==> src/rrot_pkg.sv <==
// shared widths, register codes and fixed-point cosine table helpers for the outline tessellator
package rrot_pkg;

  localparam int MAX_SEGMENTS_DEF   = 15;
  localparam int TRIG_FRAC_BITS_DEF = 14;
  localparam int MIN_SEGMENTS       = 2;

  localparam int POS_W      = 16;
  localparam int SIZE_W     = 15;
  localparam int VERT_W     = 17;
  localparam int CTR_W      = POS_W + 2;
  localparam int RADIUS_W   = 12;
  localparam int SEG_CFG_W  = 4;
  localparam int CFG_IDX_W  = 3;
  localparam int CFG_DATA_W = 12;

  localparam logic [SEG_CFG_W-1:0] ARC_SEGMENTS_RESET = 4'd8;

  typedef enum logic [CFG_IDX_W-1:0] {
    REG_ARC_SEGMENTS        = 3'd0,
    REG_RADIUS_TOP_LEFT     = 3'd1,
    REG_RADIUS_TOP_RIGHT    = 3'd2,
    REG_RADIUS_BOTTOM_RIGHT = 3'd3,
    REG_RADIUS_BOTTOM_LEFT  = 3'd4
  } cfg_reg_t;

  typedef enum logic [1:0] {
    CORNER_TL = 2'd0,
    CORNER_TR = 2'd1,
    CORNER_BR = 2'd2,
    CORNER_BL = 2'd3
  } corner_t;

  localparam logic [63:0] Q60_ONE     = 64'h1000_0000_0000_0000;
  localparam logic [63:0] HALF_PI_Q60 = 64'h1921_FB54_442D_1847;

  // (a*b) >> 60, truncating
  function automatic logic [63:0] mul_q60(input logic [63:0] a, input logic [63:0] b);
    logic [63:0] al, ah, bl, bh, ll, lh, hl, hh, mid, lo, hi;
    al  = {32'd0, a[31:0]};
    ah  = {32'd0, a[63:32]};
    bl  = {32'd0, b[31:0]};
    bh  = {32'd0, b[63:32]};
    ll  = al * bl;
    lh  = al * bh;
    hl  = ah * bl;
    hh  = ah * bh;
    mid = (ll >> 32) + {32'd0, lh[31:0]} + {32'd0, hl[31:0]};
    lo  = (mid << 32) | {32'd0, ll[31:0]};
    hi  = hh + (lh >> 32) + (hl >> 32) + (mid >> 32);
    return (hi << 4) | (lo >> 60);
  endfunction

  // (pi/2)*k/n in q60
  function automatic logic [63:0] angle_q60(input logic [63:0] k, input int n);
    logic [63:0] x;
    case (n)
      2:  x = (HALF_PI_Q60 / 64'd2)  * k + ((HALF_PI_Q60 % 64'd2)  * k) / 64'd2;
      3:  x = (HALF_PI_Q60 / 64'd3)  * k + ((HALF_PI_Q60 % 64'd3)  * k) / 64'd3;
      4:  x = (HALF_PI_Q60 / 64'd4)  * k + ((HALF_PI_Q60 % 64'd4)  * k) / 64'd4;
      5:  x = (HALF_PI_Q60 / 64'd5)  * k + ((HALF_PI_Q60 % 64'd5)  * k) / 64'd5;
      6:  x = (HALF_PI_Q60 / 64'd6)  * k + ((HALF_PI_Q60 % 64'd6)  * k) / 64'd6;
      7:  x = (HALF_PI_Q60 / 64'd7)  * k + ((HALF_PI_Q60 % 64'd7)  * k) / 64'd7;
      8:  x = (HALF_PI_Q60 / 64'd8)  * k + ((HALF_PI_Q60 % 64'd8)  * k) / 64'd8;
      9:  x = (HALF_PI_Q60 / 64'd9)  * k + ((HALF_PI_Q60 % 64'd9)  * k) / 64'd9;
      10: x = (HALF_PI_Q60 / 64'd10) * k + ((HALF_PI_Q60 % 64'd10) * k) / 64'd10;
      11: x = (HALF_PI_Q60 / 64'd11) * k + ((HALF_PI_Q60 % 64'd11) * k) / 64'd11;
      12: x = (HALF_PI_Q60 / 64'd12) * k + ((HALF_PI_Q60 % 64'd12) * k) / 64'd12;
      13: x = (HALF_PI_Q60 / 64'd13) * k + ((HALF_PI_Q60 % 64'd13) * k) / 64'd13;
      14: x = (HALF_PI_Q60 / 64'd14) * k + ((HALF_PI_Q60 % 64'd14) * k) / 64'd14;
      15: x = (HALF_PI_Q60 / 64'd15) * k + ((HALF_PI_Q60 % 64'd15) * k) / 64'd15;
      default: x = 64'd0;
    endcase
    return x;
  endfunction

  // cos((pi/2)*k/n) in q60 from a taylor series, elaboration only
  function automatic logic [63:0] cos_q60(input int k, input int n);
    logic [63:0] x, x2, sum, term;
    if (k == 0) return Q60_ONE;
    if (k >= n) return 64'd0;
    x    = angle_q60(64'(k), n);
    x2   = mul_q60(x, x);
    sum  = Q60_ONE;
    term = Q60_ONE;
    term = mul_q60(term, x2) / 64'd2;   sum = sum - term;
    term = mul_q60(term, x2) / 64'd12;  sum = sum + term;
    term = mul_q60(term, x2) / 64'd30;  sum = sum - term;
    term = mul_q60(term, x2) / 64'd56;  sum = sum + term;
    term = mul_q60(term, x2) / 64'd90;  sum = sum - term;
    term = mul_q60(term, x2) / 64'd132; sum = sum + term;
    term = mul_q60(term, x2) / 64'd182; sum = sum - term;
    term = mul_q60(term, x2) / 64'd240; sum = sum + term;
    term = mul_q60(term, x2) / 64'd306; sum = sum - term;
    term = mul_q60(term, x2) / 64'd380; sum = sum + term;
    term = mul_q60(term, x2) / 64'd462; sum = sum - term;
    term = mul_q60(term, x2) / 64'd552; sum = sum + term;
    term = mul_q60(term, x2) / 64'd650; sum = sum - term;
    if (sum[63]) return 64'd0;
    if (sum > Q60_ONE) return Q60_ONE;
    return sum;
  endfunction

  // round(2^fb * cos), half up
  function automatic logic [63:0] trig_value(input int k, input int n, input int fb);
    logic [63:0] c;
    c = cos_q60(k, n);
    return (c + (64'd1 << (59 - fb))) >> (60 - fb);
  endfunction

endpackage

==> src/rrot_rect_if.sv <==
// rectangle input channel
interface rrot_rect_if;
  import rrot_pkg::*;

  logic                     valid;
  logic                     ready;
  logic signed [POS_W-1:0]  pos_x;
  logic signed [POS_W-1:0]  pos_y;
  logic        [SIZE_W-1:0] width;
  logic        [SIZE_W-1:0] height;

  modport source (output valid, output pos_x, output pos_y, output width, output height,
                  input ready);
  modport sink (input valid, input pos_x, input pos_y, input width, input height,
                output ready);
endinterface

==> src/rrot_vert_if.sv <==
// vertex output channel
interface rrot_vert_if;
  import rrot_pkg::*;

  logic                     valid;
  logic                     ready;
  logic signed [VERT_W-1:0] vert_x;
  logic signed [VERT_W-1:0] vert_y;
  logic [1:0]               corner_index;
  logic                     last_vertex;

  modport source (output valid, output vert_x, output vert_y, output corner_index,
                  output last_vertex, input ready);
  modport sink (input valid, input vert_x, input vert_y, input corner_index,
                input last_vertex, output ready);
endinterface

==> src/rrot_cfg_if.sv <==
// configuration write channel
interface rrot_cfg_if;
  import rrot_pkg::*;

  logic                  valid;
  logic                  ready;
  logic [CFG_IDX_W-1:0]  index;
  logic [CFG_DATA_W-1:0] data;

  modport source (output valid, output index, output data, input ready);
  modport sink (input valid, input index, input data, output ready);
endinterface

==> src/rounded_rect_outline_tessellator_core.sv <==
// rounded rectangle outline tessellator: sequencer plus four-stage vertex pipeline
//
//   channel | dir | handshake     | item
//   --------+-----+---------------+---------------------------------------------
//   rect    | in  | valid / ready | pos_x, pos_y, width, height
//   vert    | out | valid / ready | vert_x, vert_y, corner_index, last_vertex
//   cfg     | in  | valid / ready | index, data (ready always high)
//
// one rectangle gives 4*(S+1) vertices, S = arc_segments clamped to 2..MAX_SEGMENTS
// the sequencer issues one vertex a cycle while vert is not stalled; after a rectangle is taken
// its vertices pass through stages 1, 2, 3 and 4 in order, and stage 4 drives vert
// a new rectangle is taken once the sequencer has issued the last vertex of the previous one
// reset is synchronous and clears the valid bits, the sequencer and the configuration registers
// a stall on vert freezes all stages together; nothing is dropped or repeated
module rounded_rect_outline_tessellator_core #(
  parameter int MAX_SEGMENTS   = rrot_pkg::MAX_SEGMENTS_DEF,
  parameter int TRIG_FRAC_BITS = rrot_pkg::TRIG_FRAC_BITS_DEF
) (
  input  logic        clk,
  input  logic        rst,
  rrot_cfg_if.sink    cfg,
  rrot_rect_if.sink   rect,
  rrot_vert_if.source vert
);
  import rrot_pkg::*;

  localparam int SEG_W  = $clog2(MAX_SEGMENTS + 1);
  localparam int TAB_N  = 2 ** (2 * SEG_W);
  localparam int TW     = TRIG_FRAC_BITS + 1;
  localparam int PROD_W = RADIUS_W + TW;
  localparam int OFF_W  = RADIUS_W + 1;

  localparam logic [PROD_W:0] ROUND_HALF = (PROD_W + 1)'(1) << (TRIG_FRAC_BITS - 1);

  typedef logic [TW-1:0] trig_tab_t [TAB_N];

  // entry {n, k} holds round(2^frac * cos((pi/2)*k/n)) for n >= MIN_SEGMENTS and k <= n, else zero
  function automatic trig_tab_t build_trig_tab();
    trig_tab_t   t;
    logic [63:0] v;
    int          n;
    int          k;
    for (int idx = 0; idx < TAB_N; idx++) begin
      n = idx >> SEG_W;
      k = idx & ((2 ** SEG_W) - 1);
      if (n >= MIN_SEGMENTS && k <= n) begin
        v = trig_value(k, n, TRIG_FRAC_BITS);
      end else begin
        v = 64'd0;
      end
      t[idx] = v[TW-1:0];
    end
    return t;
  endfunction

  localparam trig_tab_t TRIG_TAB = build_trig_tab();

  // configuration registers
  logic [SEG_CFG_W-1:0] seg_cfg;
  logic [RADIUS_W-1:0]  radius [4];

  assign cfg.ready = 1'b1;

  always_ff @(posedge clk) begin
    if (rst) begin
      seg_cfg <= ARC_SEGMENTS_RESET;
      for (int c = 0; c < 4; c++) begin
        radius[c] <= '0;
      end
    end else if (cfg.valid) begin
      unique case (cfg_reg_t'(cfg.index))
        REG_ARC_SEGMENTS:        seg_cfg   <= cfg.data[SEG_CFG_W-1:0];
        REG_RADIUS_TOP_LEFT:     radius[0] <= cfg.data[RADIUS_W-1:0];
        REG_RADIUS_TOP_RIGHT:    radius[1] <= cfg.data[RADIUS_W-1:0];
        REG_RADIUS_BOTTOM_RIGHT: radius[2] <= cfg.data[RADIUS_W-1:0];
        REG_RADIUS_BOTTOM_LEFT:  radius[3] <= cfg.data[RADIUS_W-1:0];
        default: ;
      endcase
    end
  end

  logic [SEG_CFG_W-1:0] seg_clamped;
  logic [SEG_W-1:0]     seg_eff;

  always_comb begin
    if (seg_cfg < SEG_CFG_W'(MIN_SEGMENTS)) begin
      seg_clamped = SEG_CFG_W'(MIN_SEGMENTS);
    end else if (seg_cfg > SEG_CFG_W'(MAX_SEGMENTS)) begin
      seg_clamped = SEG_CFG_W'(MAX_SEGMENTS);
    end else begin
      seg_clamped = seg_cfg;
    end
  end

  assign seg_eff = seg_clamped[SEG_W-1:0];

  // sequencer
  logic                     busy;
  corner_t                  gen_corner;
  logic [SEG_W-1:0]         gen_step;
  logic signed [POS_W-1:0]  rx;
  logic signed [POS_W-1:0]  ry;
  logic [SIZE_W-1:0]        rw;
  logic [SIZE_W-1:0]        rh;

  logic advance;
  logic issue;
  logic rect_take;
  logic step_last;
  logic s4_valid;

  assign advance   = !s4_valid || vert.ready;
  assign issue     = busy && advance;
  assign rect.ready = !busy;
  assign rect_take = rect.valid && !busy;
  assign step_last = (gen_step == seg_eff);

  always_ff @(posedge clk) begin
    if (rst) begin
      busy       <= 1'b0;
      gen_corner <= CORNER_TL;
      gen_step   <= '0;
    end else if (rect_take) begin
      busy       <= 1'b1;
      gen_corner <= CORNER_TL;
      gen_step   <= '0;
    end else if (issue) begin
      if (step_last) begin
        gen_step   <= '0;
        gen_corner <= corner_t'(gen_corner + 2'd1);
        if (gen_corner == CORNER_BL) begin
          busy <= 1'b0;
        end
      end else begin
        gen_step <= gen_step + SEG_W'(1);
      end
    end
  end

  always_ff @(posedge clk) begin
    if (rect_take) begin
      rx <= rect.pos_x;
      ry <= rect.pos_y;
      rw <= rect.width;
      rh <= rect.height;
    end
  end

  // stage 1: table lookup and arc center
  logic                s1_valid;
  corner_t             s1_corner;
  logic                s1_last;
  logic [RADIUS_W-1:0] s1_rad;
  logic [TW-1:0]       s1_cos;
  logic [TW-1:0]       s1_sin;
  logic [CTR_W-1:0]    s1_cx;
  logic [CTR_W-1:0]    s1_cy;

  logic [RADIUS_W-1:0] rad_sel;
  logic [CTR_W-1:0]    px_ext;
  logic [CTR_W-1:0]    py_ext;
  logic [CTR_W-1:0]    w_ext;
  logic [CTR_W-1:0]    h_ext;
  logic [CTR_W-1:0]    r_ext;
  logic [CTR_W-1:0]    cx_next;
  logic [CTR_W-1:0]    cy_next;

  always_comb begin
    rad_sel = radius[gen_corner];
    px_ext  = {{(CTR_W - POS_W){rx[POS_W-1]}}, rx};
    py_ext  = {{(CTR_W - POS_W){ry[POS_W-1]}}, ry};
    w_ext   = {{(CTR_W - SIZE_W){1'b0}}, rw};
    h_ext   = {{(CTR_W - SIZE_W){1'b0}}, rh};
    r_ext   = {{(CTR_W - RADIUS_W){1'b0}}, rad_sel};
    case (gen_corner)
      CORNER_TL: begin
        cx_next = px_ext + r_ext;
        cy_next = py_ext + r_ext;
      end
      CORNER_TR: begin
        cx_next = px_ext + w_ext - r_ext;
        cy_next = py_ext + r_ext;
      end
      CORNER_BR: begin
        cx_next = px_ext + w_ext - r_ext;
        cy_next = py_ext + h_ext - r_ext;
      end
      default: begin
        cx_next = px_ext + r_ext;
        cy_next = py_ext + h_ext - r_ext;
      end
    endcase
  end

  // stage 2: radius times cosine and sine
  logic                s2_valid;
  corner_t             s2_corner;
  logic                s2_last;
  logic [PROD_W-1:0]   s2_pc;
  logic [PROD_W-1:0]   s2_ps;
  logic [CTR_W-1:0]    s2_cx;
  logic [CTR_W-1:0]    s2_cy;

  // stage 3: rounded, signed offsets
  logic                s3_valid;
  corner_t             s3_corner;
  logic                s3_last;
  logic [OFF_W-1:0]    s3_dx;
  logic [OFF_W-1:0]    s3_dy;
  logic [CTR_W-1:0]    s3_cx;
  logic [CTR_W-1:0]    s3_cy;

  logic [PROD_W:0]     pc_round;
  logic [PROD_W:0]     ps_round;
  logic [OFF_W-1:0]    co_pos;
  logic [OFF_W-1:0]    si_pos;
  logic [OFF_W-1:0]    co_neg;
  logic [OFF_W-1:0]    si_neg;
  logic [OFF_W-1:0]    dx_next;
  logic [OFF_W-1:0]    dy_next;

  always_comb begin
    pc_round = {1'b0, s2_pc} + ROUND_HALF;
    ps_round = {1'b0, s2_ps} + ROUND_HALF;
    co_pos   = {1'b0, pc_round[TRIG_FRAC_BITS +: RADIUS_W]};
    si_pos   = {1'b0, ps_round[TRIG_FRAC_BITS +: RADIUS_W]};
    co_neg   = OFF_W'(0) - co_pos;
    si_neg   = OFF_W'(0) - si_pos;
    case (s2_corner)
      CORNER_TL: begin
        dx_next = co_neg;
        dy_next = si_neg;
      end
      CORNER_TR: begin
        dx_next = si_pos;
        dy_next = co_neg;
      end
      CORNER_BR: begin
        dx_next = co_pos;
        dy_next = si_pos;
      end
      default: begin
        dx_next = si_neg;
        dy_next = co_pos;
      end
    endcase
  end

  // stage 4: vertex = center + offset, output register
  corner_t             s4_corner;
  logic                s4_last;
  logic [VERT_W-1:0]   s4_x;
  logic [VERT_W-1:0]   s4_y;

  logic [CTR_W-1:0]    sum_x;
  logic [CTR_W-1:0]    sum_y;

  assign sum_x = s3_cx + {{(CTR_W - OFF_W){s3_dx[OFF_W-1]}}, s3_dx};
  assign sum_y = s3_cy + {{(CTR_W - OFF_W){s3_dy[OFF_W-1]}}, s3_dy};

  always_ff @(posedge clk) begin
    if (rst) begin
      s1_valid <= 1'b0;
      s2_valid <= 1'b0;
      s3_valid <= 1'b0;
      s4_valid <= 1'b0;
    end else if (advance) begin
      s1_valid <= issue;
      s2_valid <= s1_valid;
      s3_valid <= s2_valid;
      s4_valid <= s3_valid;
    end
  end

  always_ff @(posedge clk) begin
    if (advance) begin
      s1_corner <= gen_corner;
      s1_last   <= step_last && (gen_corner == CORNER_BL);
      s1_rad    <= rad_sel;
      s1_cos    <= TRIG_TAB[{seg_eff, gen_step}];
      s1_sin    <= TRIG_TAB[{seg_eff, seg_eff - gen_step}];
      s1_cx     <= cx_next;
      s1_cy     <= cy_next;

      s2_corner <= s1_corner;
      s2_last   <= s1_last;
      s2_pc     <= PROD_W'(s1_rad) * PROD_W'(s1_cos);
      s2_ps     <= PROD_W'(s1_rad) * PROD_W'(s1_sin);
      s2_cx     <= s1_cx;
      s2_cy     <= s1_cy;

      s3_corner <= s2_corner;
      s3_last   <= s2_last;
      s3_dx     <= dx_next;
      s3_dy     <= dy_next;
      s3_cx     <= s2_cx;
      s3_cy     <= s2_cy;

      s4_corner <= s3_corner;
      s4_last   <= s3_last;
      s4_x      <= sum_x[VERT_W-1:0];
      s4_y      <= sum_y[VERT_W-1:0];
    end
  end

  assign vert.valid        = s4_valid;
  assign vert.vert_x       = s4_x;
  assign vert.vert_y       = s4_y;
  assign vert.corner_index = s4_corner;
  assign vert.last_vertex  = s4_last;

endmodule

==> src/flat_wrapper.sv <==
// flat-port wrapper written by rule: the top's interface ports become plain ports
module rounded_rect_outline_tessellator_core_flat import rrot_pkg::*;
#(
  parameter int MAX_SEGMENTS   = rrot_pkg::MAX_SEGMENTS_DEF,
  parameter int TRIG_FRAC_BITS = rrot_pkg::TRIG_FRAC_BITS_DEF
)
  (clk, rst, cfg_valid, cfg_index, cfg_data, cfg_ready, rect_valid, rect_pos_x, rect_pos_y, rect_width, rect_height, rect_ready, vert_valid, vert_vert_x, vert_vert_y, vert_corner_index, vert_last_vertex, vert_ready);
  rrot_cfg_if cfg_i ();
  rrot_rect_if rect_i ();
  rrot_vert_if vert_i ();
  input  logic clk;
  input  logic rst;
  input wire logic [$bits(cfg_i.valid)-1:0] cfg_valid;
  input wire logic [$bits(cfg_i.index)-1:0] cfg_index;
  input wire logic [$bits(cfg_i.data)-1:0] cfg_data;
  output wire logic [$bits(cfg_i.ready)-1:0] cfg_ready;
  input wire logic [$bits(rect_i.valid)-1:0] rect_valid;
  input wire logic [$bits(rect_i.pos_x)-1:0] rect_pos_x;
  input wire logic [$bits(rect_i.pos_y)-1:0] rect_pos_y;
  input wire logic [$bits(rect_i.width)-1:0] rect_width;
  input wire logic [$bits(rect_i.height)-1:0] rect_height;
  output wire logic [$bits(rect_i.ready)-1:0] rect_ready;
  output wire logic [$bits(vert_i.valid)-1:0] vert_valid;
  output wire logic [$bits(vert_i.vert_x)-1:0] vert_vert_x;
  output wire logic [$bits(vert_i.vert_y)-1:0] vert_vert_y;
  output wire logic [$bits(vert_i.corner_index)-1:0] vert_corner_index;
  output wire logic [$bits(vert_i.last_vertex)-1:0] vert_last_vertex;
  input wire logic [$bits(vert_i.ready)-1:0] vert_ready;
  assign cfg_i.valid = cfg_valid;
  assign cfg_i.index = cfg_index;
  assign cfg_i.data = cfg_data;
  assign cfg_ready = cfg_i.ready;
  assign rect_i.valid = rect_valid;
  assign rect_i.pos_x = rect_pos_x;
  assign rect_i.pos_y = rect_pos_y;
  assign rect_i.width = rect_width;
  assign rect_i.height = rect_height;
  assign rect_ready = rect_i.ready;
  assign vert_valid = vert_i.valid;
  assign vert_vert_x = vert_i.vert_x;
  assign vert_vert_y = vert_i.vert_y;
  assign vert_corner_index = vert_i.corner_index;
  assign vert_last_vertex = vert_i.last_vertex;
  assign vert_i.ready = vert_ready;
  rounded_rect_outline_tessellator_core #(.MAX_SEGMENTS(MAX_SEGMENTS), .TRIG_FRAC_BITS(TRIG_FRAC_BITS)) u_core (.clk(clk), .rst(rst), .cfg(cfg_i), .rect(rect_i), .vert(vert_i));
endmodule
==> config.mk <==
export PLATFORM = sky130hd
export DESIGN_NAME = rounded_rect_outline_tessellator_core_flat
export DESIGN_NICKNAME = d
export VERILOG_FILES = /design/src/rrot_pkg.sv /design/src/rrot_rect_if.sv /design/src/rrot_vert_if.sv /design/src/rrot_cfg_if.sv /design/src/rounded_rect_outline_tessellator_core.sv /design/src/flat_wrapper.sv
export SDC_FILE = /design/constraint.sdc
export NUM_CORES = 2
export LEC_CHECK = 0
export BUFFER_PORTS_ARGS = -buffer_cell sky130_fd_sc_hd__buf_2
export CAP_MARGIN = 30
export CORE_ASPECT_RATIO = 0.9
export CORE_MARGIN = 2
export CORE_UTILIZATION = 66
export CTS_BUF_LIST = sky130_fd_sc_hd__clkbuf_4
export DETAILED_ROUTE_END_ITERATION = 16
export GPL_TIMING_DRIVEN = 0
export PLACE_DENSITY = 0.95
export SYNTH_ARGS = -nofsm -noshare
export SYNTH_HDL_FRONTEND = slang
export SYNTH_SLANG_ARGS = --single-unit
==> constraint.sdc <==
create_clock -name clk -period 13.5 [get_ports clk]
set_clock_uncertainty 0.2 [all_clocks]
set_input_delay 1.35 -clock clk [delete_from_list [all_inputs] [get_ports clk]]
set_output_delay 1.35 -clock clk [all_outputs]
set_load 0.005 [all_outputs]
==> qor.yml <==
synth-edff-count: 352
hpwl_um: 97800
worstHoldEndpoint: "u_core.s3_cy[4]$_DFFE_PN_"
r2r_start: "u_core.s1_rad[11]$_DFFE_PN_"
hold_path.class: "reg2reg"
slew-limit-headroom: 0.270
multiInputGateArea_um2: 21700
nFillCells: 3387
rsz0062_at_grt: "false"
preCtsSetupSlack_ps: 6860
hold_ws_ps: 211
syn_area_per_cell_um2: 9.40
drive_gt1_frac: 0.0986
htree_levels: 3
final_cell_mix: "inv_1, nand2_1, edfxtp_1, fa_1, ha_1"
worstSetupEndpointType: "flip-flop"
ys.flop_type: "edfxtp_1"
p_per_area_nw_per_um2: 147
syn2layout_area_growth_pct: 8.17
worst-path-buf-inv: 4
cts.sinks: 369
ys_ff_latch: 369
ys_warn_count: 0
cpMostUsedCell: "fa_1"
fmax_mhz: 139
final-seq-area_um2: 10900
layout_commonest_cell: "inv_1"
grt_pass1_wl_um: 201000
path_class: "reg2reg"
numCtsBuffers: 89
rr_endpoint: "u_core.s2_ps[23]$_DFFE_PN_"
vias: 33239
setup_ws_ps: 6320
setup_tns_ps: 0
gp_congestion: 1.09
initial_core_util: 0.668
synthArstFlopShare: 0
first_pass_iters: 14
die_y_um: 224
synth_nets: 4398
fp-row-count: 80
hold_path.startpoint: "u_core.s2_cy[4]$_DFFE_PN_"
cts_setup_buffers: 0
finalSetupViolCount: 0
r2r_slack_ps: 6320
die_x_um: 248
port_buffers: 120
cpPeakStageDelay_ps: 610
rr_worst_depth: 19
power_w: 0.00565
hold-path-cell-count: 0
viasPerCell: 6.96
maxCapViolCount: 0
clkSlewWorstSetupHoldPaths_ps: 80
nNetsFinal: 4622
violations: "design-rule violations"
slew_viol_final: 0
power_leakage_nw: 16.9
crit_family: "adder cells"
postRouteAntennaNets: 0
cts_tree: "yes"
clockRootBuffer: "clkbuf_4"
path_max_fanout: 10
drc: 1
start_kind: "flip-flop"
die-area_um2: 55600
post-route-util: 0.723
core_area_um2: 53100
netlist_area_um2: 35500
pin_count: 122
antenna_found_initial: 10
arrival_ps: 7640
clockBufferDepth: 3
synthDistinctLibCells: 98
ys_seq_area_frac: 0.308
cp_slowest_cell: "clkbuf_1"
worstMarginPinSlew_ps: 1090
clk_latency_ps: 930
cts_resized: 0
grt_pass1_vias: 33673
fin_crit_sh: 0.532
status: "complete, but fails checks"
routedWlPerCell_um: 28.5
period_needed_ps: 7180
netlist_instances: 3770
drt_iter0_markers: 5583
track_usage: 0.488
critPathRequiredTime_ps: 13960
crit_path_cell_trace: "clkbuf_1, clkbuf_1, and2_1, fa_1, fa_1, fa_1, fa_1, inv_1, fa_1, inv_1, ha_1, a21o_1, a2111oi_0, o21ai_0, nor3_1, nor2_1, a21o_1, a21oi_1, xnor2_1"
wirelength_um: 136000
grt_max_degree: 73
grt.overflow.total: 0
ir_worst_vdd_mv: 0.199
postCtsHoldBufs: 0
hold_viol: 0
[routing by layer]
layer  vias up  GRT usage  part of all wire
li1      13398          -                 -
met5         -          0           0.00010
met4         2      0.277             0.073
met3       959      0.193              0.16
met2      3272      0.740              0.43
met1     15608      0.593              0.34
[worst reg2reg max path, cell delays in order, from the launching register on]
cell,delay (ps)
edfxtp_1,460
clkbuf_1,470
clkbuf_1,610
and2_1,240
fa_1,440
fa_1,420
fa_1,490
fa_1,510
inv_1,50
fa_1,500
inv_1,60
ha_1,360
a21o_1,230
a2111oi_0,530
o21ai_0,230
nor3_1,270
nor2_1,160
a21o_1,240
a21oi_1,300
xnor2_1,170
[through the flow]
step	instance area, um2	instances
floorplan	35500	3770
global placement	36900	4587
detailed placement	37100	4598
CTS	38300	4760
global route	38300	4768
finish	38300	4773
[how the worst max path moves through the flow]
stage | start | cells after the start | endpoint | slack [ps]
after global routing | u_core.s1_rad[11]$_DFFE_PN_ | 19 | u_core.s2_ps[23]$_DFFE_PN_ | 6370
final | u_core.s1_rad[11]$_DFFE_PN_ | 19 | u_core.s2_ps[23]$_DFFE_PN_ | 6320
after CTS | u_core.s1_rad[11]$_DFFE_PN_ | 19 | u_core.s2_ps[23]$_DFFE_PN_ | 6650
after floorplan | vert_ready | 6 | u_core.gen_step[1]$_SDFFE_PP0P_ | 3010
after global placement | vert_ready | 7 | u_core.gen_step[1]$_SDFFE_PP0P_ | -410
after detailed placement | u_core.s1_rad[11]$_DFFE_PN_ | 19 | u_core.s2_pc[25]$_DFFE_PN_ | 6860
[where the power goes]
group	total, W	internal [W]	switching, W
registers	0.00177	0.00161	0.000161
logic	0.00288	0.00107	0.00181
clock network	0.00100	0.000487	0.000514
[final cells by class]
type	count	share of cell area
well taps	697	0.0227
inverters	502	0.0491
clock buffers	122	0.0239
repair buffers	133	0.0202
plain buffers	229	0.0266
clock inverters	40	0.00750
multi-input cells	2670	0.565
flip-flops and latches	369	0.285
diodes	11	0.000718
[flip-flops by register name, summed over array words and instances (netlist names), 15 cells and up, named ones only]
signal / cells
u_core.radius: 48
u_core.rh: 15
u_core.rw: 15
u_core.rx: 16
u_core.ry: 16
u_core.s1_cos: 15
u_core.s1_cx: 17
u_core.s1_cy: 17
u_core.s1_sin: 15
u_core.s2_cx: 17
u_core.s2_cy: 17
u_core.s3_cx: 17
u_core.s3_cy: 17
u_core.vert.vert_x: 17
u_core.vert.vert_y: 17
[Yosys cell counts (all sizes together), types with 20 or more instances]
library cell	count	area, um2
fa	285	5710
o21ai	188	941
edfxtp	352	10600
nor3	79	428
nand2b	28	175
nand3	59	315
buf	71	422
xnor2	83	779
o21a	27	204
a31oi	40	250
mux2i	24	240
or3	22	143
a211oi	59	443
and2	179	1120
inv	499	1870
ha	261	3270
nand4	20	125
a21o	36	270
xor2	54	480
o211ai	35	268
mux4	27	608
a21oi	206	1030
clkbuf	158	593
nor2	216	818
and3	25	156
nand2	455	1720
[kinds of logic after synthesis]
logic type / after synthesis / share of synthesized area
adders and majority gates: 547 / 0.253
AOI/OAI and AO/OA: 792 / 0.144
DFF: 369 / 0.308
muxes: 52 / 0.0242
buffers and inverters: 731 / 0.0818
other: 1 / 0.000106
xor gates and xnor gates: 137 / 0.0355
and+or+nand+nor: 1141 / 0.153
Note: power is estimated with default switching activity, not from simulation.
